`src/rtl/core/slu_pkg.sv`:
```
// Shared types and constants of the slope limiter.
package slu_pkg;

   localparam int OUT_WIDTH = 19;
   localparam int MAG_WIDTH = 32;
   localparam int NUM_WIDTH = 64;

   // Limiter select codes carried in req_tuser.
   localparam logic [1:0] CMD_MINMOD   = 2'd0;
   localparam logic [1:0] CMD_SUPERBEE = 2'd1;
   localparam logic [1:0] CMD_VANLEER  = 2'd2;
   localparam logic [1:0] CMD_ALBADA   = 2'd3;

   // Fixed result for items that skip the divider.
   typedef enum logic [1:0] {
      RES_ZERO = 2'd0,
      RES_ONE  = 2'd1,
      RES_TWO  = 2'd2
   } res_code_type;

   // Sideband that travels with each item down the divider chain.
   typedef struct packed {
      logic         valid;
      logic         neg;
      logic         bypass;
      res_code_type code;
   } side_type;

endpackage

```
`src/rtl/core/slu_div_cell.sv`:
```
// One restoring-division cell: one quotient bit, registered.
module slu_div_cell #(
   parameter int QW    = 17,
   parameter bit SHIFT = 1'b1
) (
   input  logic                               clock,
   input  logic                               reset,
   input  logic                               advance,
   input  slu_pkg::side_type                  side_in,
   input  logic [slu_pkg::NUM_WIDTH-1:0]      rem_in,
   input  logic [slu_pkg::NUM_WIDTH-1:0]      den_in,
   input  logic [QW-1:0]                      quo_in,
   output slu_pkg::side_type                  side_out,
   output logic [slu_pkg::NUM_WIDTH-1:0]      rem_out,
   output logic [slu_pkg::NUM_WIDTH-1:0]      den_out,
   output logic [QW-1:0]                      quo_out
);
   logic [slu_pkg::NUM_WIDTH:0]   trial;
   logic [slu_pkg::NUM_WIDTH:0]   diff;
   logic                          ge;
   slu_pkg::side_type             side_ff;
   logic [slu_pkg::NUM_WIDTH-1:0] rem_ff, rem_in_next;
   logic [slu_pkg::NUM_WIDTH-1:0] den_ff;
   logic [QW-1:0]                 quo_ff, quo_in_next;

   // shift, compare, subtract
   always_comb begin
      trial = SHIFT ? {rem_in, 1'b0} : {1'b0, rem_in};
      diff  = trial - {1'b0, den_in};
      ge    = (trial >= {1'b0, den_in});
      rem_in_next = ge ? diff[slu_pkg::NUM_WIDTH-1:0] : trial[slu_pkg::NUM_WIDTH-1:0];
      quo_in_next = {quo_in[QW-2:0], ge};
   end

   // valid flag is reset, data fields only follow the chain
   always_ff @(posedge clock) begin
      if (reset) begin
         side_ff.valid <= 1'b0;
      end else if (advance) begin
         side_ff.valid <= side_in.valid;
      end
      if (advance) begin
         side_ff.neg    <= side_in.neg;
         side_ff.bypass <= side_in.bypass;
         side_ff.code   <= side_in.code;
         rem_ff         <= rem_in_next;
         den_ff         <= den_in;
         quo_ff         <= quo_in_next;
      end
   end

   assign side_out = side_ff;
   assign rem_out  = rem_ff;
   assign den_out  = den_ff;
   assign quo_out  = quo_ff;
endmodule

```
`config.mk`:
```
export PLATFORM = sky130hd
export DESIGN_NAME = slu_div_cell
export DESIGN_NICKNAME = d
export VERILOG_FILES = /design/src/rtl/core/slu_pkg.sv /design/src/rtl/core/slu_div_cell.sv
export SDC_FILE = /design/constraint.sdc
export NUM_CORES = 1
export LEC_CHECK = 0
export BUFFER_PORTS_ARGS = -buffer_cell sky130_fd_sc_hd__buf_2
export CORE_MARGIN = 10
export CORE_UTILIZATION = 44
export CTS_BUF_LIST = sky130_fd_sc_hd__clkbuf_4
export CTS_CLUSTER_DIAMETER = 200
export CTS_CLUSTER_SIZE = 20
export DETAILED_ROUTE_END_ITERATION = 12
export PLACE_DENSITY = 0.71
export SLEW_MARGIN = 0
export SYNTH_ARGS = -nofsm -noshare
export SYNTH_HDL_FRONTEND = slang
export SYNTH_SLANG_ARGS = --single-unit
export TNS_END_PERCENT = 20
```
`constraint.sdc`:
```
create_clock -name clock -period 6.3 [get_ports clock]
set_input_delay 0.945 -clock clock [delete_from_list [all_inputs] [get_ports clock]]
set_output_delay 0.945 -clock clock [all_outputs]
set_load 0.01 [all_outputs]
```
==> flow_summary.yaml, run 1 <==
status:
  outcome: "completed"
global_route:
  grt_pass1_wl_um: 41000
  grt.overflow.total: 0
  grt.total_usage_pct: 19.1
  antenna_found_initial: 6
  grt_max_degree: 104
  grt_pass1_vias: 7652
critical_path:
  r2r_cells: 2
  critPathKind: "primary input to flop"
  cp_max_fo: 70
  crit_end: "rem_out[58]"
  r2r_setup_slack_ps: 5700
  crit_arrival_ps: 4810
  worstReg2RegStart: "side_out[4]"
  cp_cell_sequence: "buf_2 > ha_1 > a21o_1 > or3_1 > o2111ai_1 > nand2b_1 > a22oi_2 > o21ai_1 > or4b_4 > a311oi_4 > buf_4 > inv_2 > mux2_4"
  r2r-end: "side_out[4]"
  cpMaxStageDelayCell: "or4b_4"
  end_kind: "flop"
  cp_slowest_stage_delay_ps: 580
  critical_path.startpoint: "rem_in[3]"
  startpoint_type: "primary input"
  critical_path_required_ps: 6650
power_and_ir_drop:
  p_switching_mw: 0.891
  clock_power_share_pct: 21.9
  swShare_pct: 34.3
  leakagePower_nw: 4.94
  ir_worst_vdd_mv: 0.0975
  intPower_mw: 1.71
  p_comb_share_pct: 29.6
  p_per_area_mw_per_mm2: 232
  p_total_mw: 2.60
  power_frac_seq_pct: 48.5
synthesis:
  ys_seq_area_share_pct: 48.6
  netlist_instances: 948
  avgSynthCellArea_um2: 9.75
  async_flop_share_pct: 0
  synth.cell_area_mm2: 0.00925
  synth_edf_count: 149
  ys.flop_type: "edfxtp_1"
  yosysWarnings: 0
  yosysUniqueCellTypes: 58
  ys_seq_elements: 150
  syn_nets: 1166
drt:
  drc: 0
  drtIter0Drc: 551
  routed_wl_um: 27000
  drtPass1Iterations: 5
  vias: 8116
  routedWlPerCell_um: 17.8
  via_per_inst: 5.34
  postRouteAntennaNets: 0
placement:
  dp_cells: 1483
  hpwlAfterDp_um: 21700
  io_buffers: 301
  gp_congestion: 0.901
clocking:
  cts_resized: 0
  post_cts_buffers: 0
  cts_tree: "done"
  clk_pin_slew_ps: 140
  root_buffer: "clkbuf_4"
  hold_buffers: 0
  cts_max_level: 4
  cts_inserted_buffers: 17
  clock_sinks: 150
  cts_buffer_depth: 2
  insertion_delay_ps: 570
floorplanning:
  die_h_um: 165
  die_x_um: 165
  coreArea_mm2: 0.0204
  std_cell_rows: 52
  dieArea_mm2: 0.0272
  initial_utilization_pct: 45.3
  ios: 303
timing:
  setup_viol: 0
  rsz0062_at_grt: "false"
  worstMarginPinSlew_ps: 966
  final_max_slew_viol_count: 0
  hold_slack_ps: 501
  min_period_ps: 4460
  clock_skew_ps: 0
  max_slew_margin_pct: 35.6
  post-route-period-util_pct: 70.8
  hold_viol: 0
  fmax_ghz: 0.224
  setup_tns_ps: 0
job:
  maxCapViolations: 0
final_layout:
  final_cells: 1519
  fillers: 1918
  fin_nets: 1450
  drive_gt1_share_pct: 27.8
  syn2layout_area_growth_pct: 21.3
hold_path:
  hold_class: "primary input to flop"
[placed cells by master (no fill, tap or decap), types with 8 or more instances in the layout]
master    count
buf_2       300
edfxtp_1    149
nand2_1     119
o21ai_0      99
a21oi_1      91
inv_1        82
ha_1         64
nor2_1       54
xnor2_1      34
xor2_1       25
a21o_1       22
nand4_1      21
clkbuf_4     18
nand3_1      14
o21bai_1     13
nand2b_1     12
o21ai_1      11
nor3_1        9
a31oi_1       8
[worst min path at each step]
stage | slack, ps | cells past startpoint | start | to
after floorplan | 530 | 2 | side_out[4] | side_out[4]
after global placement | 480 | 2 | side_out[4] | side_out[4]
after detailed placement | 490 | 2 | side_out[4] | side_out[4]
after CTS | 460 | 2 | reset | side_out[4]
after global routing | 450 | 2 | reset | side_out[4]
final | 500 | 2 | reset | side_out[4]
[area by class of cell]
type / count / area [um2] / area share, %
Antenna cell: 4 / 10.0 / 0.0892
Clock buffer: 18 / 135 / 1.20
Clock inverter: 14 / 118 / 1.05
Inverter: 83 / 312 / 2.78
Multi-Input combinational cell: 676 / 4280 / 38.1
Sequential cell: 150 / 4490 / 40.1
Tap cell: 270 / 338 / 3.01
Timing Repair Buffer: 304 / 1540 / 13.7
[stage by stage]
stage | instance area (um2) | setup slack [ps] | util [%]
3_5_place_dp | 11000 | 1230 | 53.6
2_1_floorplan | 9250 | 2210 | -
5_1_grt | 11200 | 1640 | 54.9
6_report | 11200 | 1840 | 54.9
3_3_place_gp | 11000 | 1280 | 53.6
4_1_cts | 11200 | 1880 | 54.9
[sequential cells by signal, summed over array words and instances, names as in the netlist]
name	flops
quo_out	17
side_out	5
rem_out	64
den_out	64
[power by group through the flow]
stage | combinational [mW] | clock [mW] | sequential [mW]
finish | 0.771 | 0.570 | 1.26
floorplan | 0.402 | 0 | 1.35
global route | 0.854 | 0.623 | 1.27
detailed placement | 0.769 | 0 | 1.28
global placement | 0.758 | 0 | 1.28
CTS | 0.771 | 0.583 | 1.26
[metal layers]
| metal | vias to the layer above | global-route usage, % | part of all wire, % |
|---|---|---|---|
| met5 | - | 0 | 0.10 |
| met1 | 3769 | 24.3 | 41 |
| met3 | 24 | 5.78 | 9.5 |
| li1 | 4013 | - | - |
| met4 | 4 | 4.23 | 0.94 |
| met2 | 306 | 31.4 | 48 |
[synth_stat cells (all sizes together), types with 2 or more instances]
| cell type | instances | area [um2] |
|---|---|---|
| o31ai | 7 | 52.6 |
| a2111oi | 3 | 32.5 |
| o31a | 2 | 17.5 |
| and4 | 2 | 17.5 |
| edfxtp | 149 | 4470 |
| mux2 | 2 | 30.0 |
| a22oi | 2 | 20.0 |
| o22ai | 2 | 12.5 |
| buf | 9 | 51.3 |
| nor4 | 3 | 18.8 |
| and3 | 5 | 31.3 |
| inv | 83 | 312 |
| o211ai | 3 | 22.5 |
| clkbuf | 30 | 113 |
| a211oi | 3 | 22.5 |
| ha | 64 | 801 |
| o2111ai | 2 | 17.5 |
| mux2i | 2 | 20.0 |
| nand4 | 21 | 131 |
| a21o | 22 | 165 |
| and2 | 3 | 18.8 |
| a31oi | 8 | 50.1 |
| o21bai | 13 | 97.6 |
| a311oi | 3 | 43.8 |
| a221oi | 3 | 26.3 |
| xnor2 | 34 | 298 |
| o21a | 6 | 45.0 |
| o21ai | 110 | 551 |
| nor2 | 54 | 203 |
| or2 | 3 | 18.8 |
| nor3 | 9 | 45.0 |
| or3 | 3 | 18.8 |
| nand3 | 14 | 70.1 |
| nand2 | 119 | 447 |
| a21oi | 91 | 455 |
| nor2b | 7 | 43.8 |
| a211o | 2 | 17.5 |
| nand2b | 12 | 75.1 |
| xor2 | 25 | 219 |
[logic make-up (layout without fill, tap and decap cells)]
logic type / after synthesis / count (layout) / synth area share (%)
xor gates and xnor gates: 59 / 59 / 5.59
other: 0 / 4 / 0
DFF: 150 / 150 / 48.6
adders and majority gates: 65 / 65 / 8.88
and+or+nand+nor: 260 / 260 / 12.8
muxes: 4 / 4 / 0.541
buffers and inverters: 122 / 419 / 5.14
AOI/OAI and AO/OA: 288 / 288 / 18.4
[critical path, delay by kind of cell]
| family | cells | cell delay [ps] |
|---|---|---|
| buffers and inverters | 3 | 810 |
| muxes | 1 | 320 |
| AOI/OAI and AO/OA | 5 | 1190 |
| adders and majority gates | 1 | 360 |
| and+or+nand+nor | 3 | 1150 |
Power figures use the tool's default switching activity.
==> run 2: changes to the inputs <==
- ABC_AREA: unset -> 1
- PLACE_DENSITY: 0.71 -> 0.68
- clock period: 6.3 -> 4.24 ns (I/O delays scaled with it)
==> flow_summary.yaml, run 2 <==
synthesis:
  ys.flop_type: "edfxtp_1"
  synth_edf_count: 149
  async_flop_share_pct: 0
  yosysMostFrequentCell: "nand2_1"
  synth.cell_area_mm2: 0.0116
  synth_top_family_by_area: "simple AND/OR/NAND/NOR gates"
  synthAdderAreaFrac_pct: 7.06
  yosys.area.top_type_share_pct: 38.5
  yosysUniqueCellTypes: 33
  synth_mux_area_share_pct: 0.0861
  synthXorXnorAreaFrac_pct: 2.33
  syn_nets: 1945
  yosys.area_share.simple_pct: 35.8
  yosysTopAreaCell: "edfxtp_1"
  synth.area.top_cells: "edfxtp_1 38%, nand2_1 23%, inv_1 12%"
  synth_compound_area_share_pct: 2.24
  avgSynthCellArea_um2: 6.73
  ys_seq_elements: 150
  ys_seq_area_share_pct: 38.6
  netlist_instances: 1727
  yosysWarnings: 0
  yosys-top-cells-count: "715 x nand2_1, 386 x inv_1, 149 x edfxtp_1, 127 x nand3_1, 107 x nor2_1"
clocking:
  cts_buffer_depth: 2
  root_buffer: "clkbuf_4"
  cts_tree: "done"
  clk_pin_slew_ps: 160
  hold_buffers: 0
  insertion_delay_ps: 600
  cts_max_level: 4
  cts_resized: 0
  clock_sinks: 150
  post_cts_buffers: 0
  cts_inserted_buffers: 17
drt:
  via_per_inst: 4.79
  routedWlPerCell_um: 17.1
  wl_met3_um: 3760
  postRouteAntennaNets: 0
  routed_wl_um: 40800
  drc: 0
  drtPass1Iterations: 5
  vias: 11400
  wl_met2_um: 18000
  wl_met1_um: 18400
  drtIter0Drc: 781
  routed.top_layer: "met4"
power_and_ir_drop:
  intPower_mw: 2.56
  leakagePower_nw: 7.96
  power_frac_seq_pct: 44.8
  p_switching_mw: 1.60
  swShare_pct: 38.5
  p_comb_share_pct: 33.6
  clock_power_share_pct: 21.6
  ir_worst_vdd_mv: 0.197
  p_per_area_mw_per_mm2: 302
placement:
  gp_congestion: 0.932
  io_buffers: 301
  hpwlAfterDp_um: 33900
  dpl_cell_area_mm2: 0.0135
timing:
  worstMarginPinSlew_ps: 786
  max_slew_margin_pct: 47.2
  clock_skew_ps: 0
  setup_viol: 0
  setup_tns_ps: 0
  min_period_ps: 2930
  post-route-period-util_pct: 69.0
  fmax_ghz: 0.342
  final_max_slew_viol_count: 0
  rsz0062_at_grt: "false"
  hold_viol: 0
critical_path:
  critical_path_required_ps: 4700
  r2r-end: "side_out[4]"
  end_kind: "flop"
  r2r_setup_slack_ps: 3620
  crit_arrival_ps: 3380
  critPathKind: "primary input to flop"
  critical_path.startpoint: "rem_in[6]"
  startpoint_type: "primary input"
  r2r_cells: 2
  worstReg2RegStart: "side_out[4]"
  cp_max_fo: 36
global_route:
  grt.overflow.total: 0
  grt_pass1_wl_um: 62700
  antenna_found_initial: 1
  grt_pass1_vias: 11200
  grt_max_degree: 69
  grt.total_usage_pct: 24.0
final_layout:
  fin_nets: 2252
  syn2layout_area_growth_pct: 18.4
  design_area_mm2: 0.0138
  multiInputGateArea_mm2: 0.00553
  layout_commonest_cell: "nand2_1"
  final_cell_mix: "715 x nand2_1, 386 x inv_1, 300 x buf_2"
  seq_area_mm2: 0.00449
  fillers: 2695
  drive_gt1_share_pct: 18.1
floorplanning:
  std_cell_rows: 59
  initial_utilization_pct: 44.6
  die_h_um: 183
  coreArea_mm2: 0.0261
  dieArea_mm2: 0.0333
  ios: 303
  die_x_um: 183
status:
  outcome: "completed"
job:
  maxCapViolations: 0
hold_path:
  min_path_cells: 2
  min_from: "reset"
  hold_end: "side_out[4]"
  hold_class: "primary input to flop"
-- run 2: final cells by class --
type / instances / area share [%]
Clock buffer: 18 / 0.981
Sequential cell: 150 / 32.6
Clock inverter: 14 / 0.827
Tap cell: 335 / 3.04
Timing Repair Buffer: 307 / 11.5
Multi-Input combinational cell: 1160 / 40.1
Antenna cell: 1 / 0.0182
Inverter: 398 / 10.8
-- run 2: power by group through the flow --
stage	Sequential [mW]	Clock (mW)	Combinational, mW
finish	1.87	0.898	1.40
detailed placement	1.90	0	1.39
floorplan	2.00	0	0.736
CTS	1.87	0.915	1.40
global placement	1.89	0	1.38
global route	1.88	0.958	1.57
-- run 2: how the worst max path moves through the flow --
| stage | endpoint | slack, ps | depth (start not counted) |
|---|---|---|---|
| after global routing | rem_out[54] | 1080 | 16 |
| after CTS | rem_out[55] | 1390 | 16 |
| after detailed placement | rem_out[58] | 750 | 16 |
| final | rem_out[34] | 1310 | 16 |
| after floorplan | rem_out[19] | 1750 | 18 |
| after global placement | rem_out[55] | 820 | 16 |
-- run 2: logic make-up after synthesis --
group | count (synthesis)
adder cells (fa/ha/maj) | 65
flip-flops | 150
AO/OA/AOI/OAI | 51
AND/OR/NAND/NOR | 1012
XOR/XNOR | 31
buffers and inverters | 417
multiplexers | 1
-- run 2: worst max-delay path: stages --
cell,delay [ps]
buf_2,110
ha_1,340
nand2_1,160
inv_1,50
nand2_1,60
nand2_1,90
inv_1,60
nand3_1,190
nand2_1,110
nand2_1,170
nand2_1,160
nand2_2,100
nand2_4,320
buf_4,500
nand3_1,140
nand2_1,110
-- run 2: metal layers --
metal	track usage, %	vias to the layer above
met5	0	-
met2	37.3	418
met3	5.74	28
met4	6.12	0
met1	32.7	5090
li1	-	5886
-- run 2: stage by stage --
stage	utilization, %	setup slack [ps]	total power, mW	instances	hold WS, ps
after floorplan	-	1750	2.74	1727	528
after global placement	51.9	822	3.28	2350	469
after detailed placement	51.9	752	3.29	2350	514
after CTS	52.8	1390	4.18	2382	137
after global routing	52.8	1080	4.41	2383	153
final	52.8	1310	4.16	2383	166
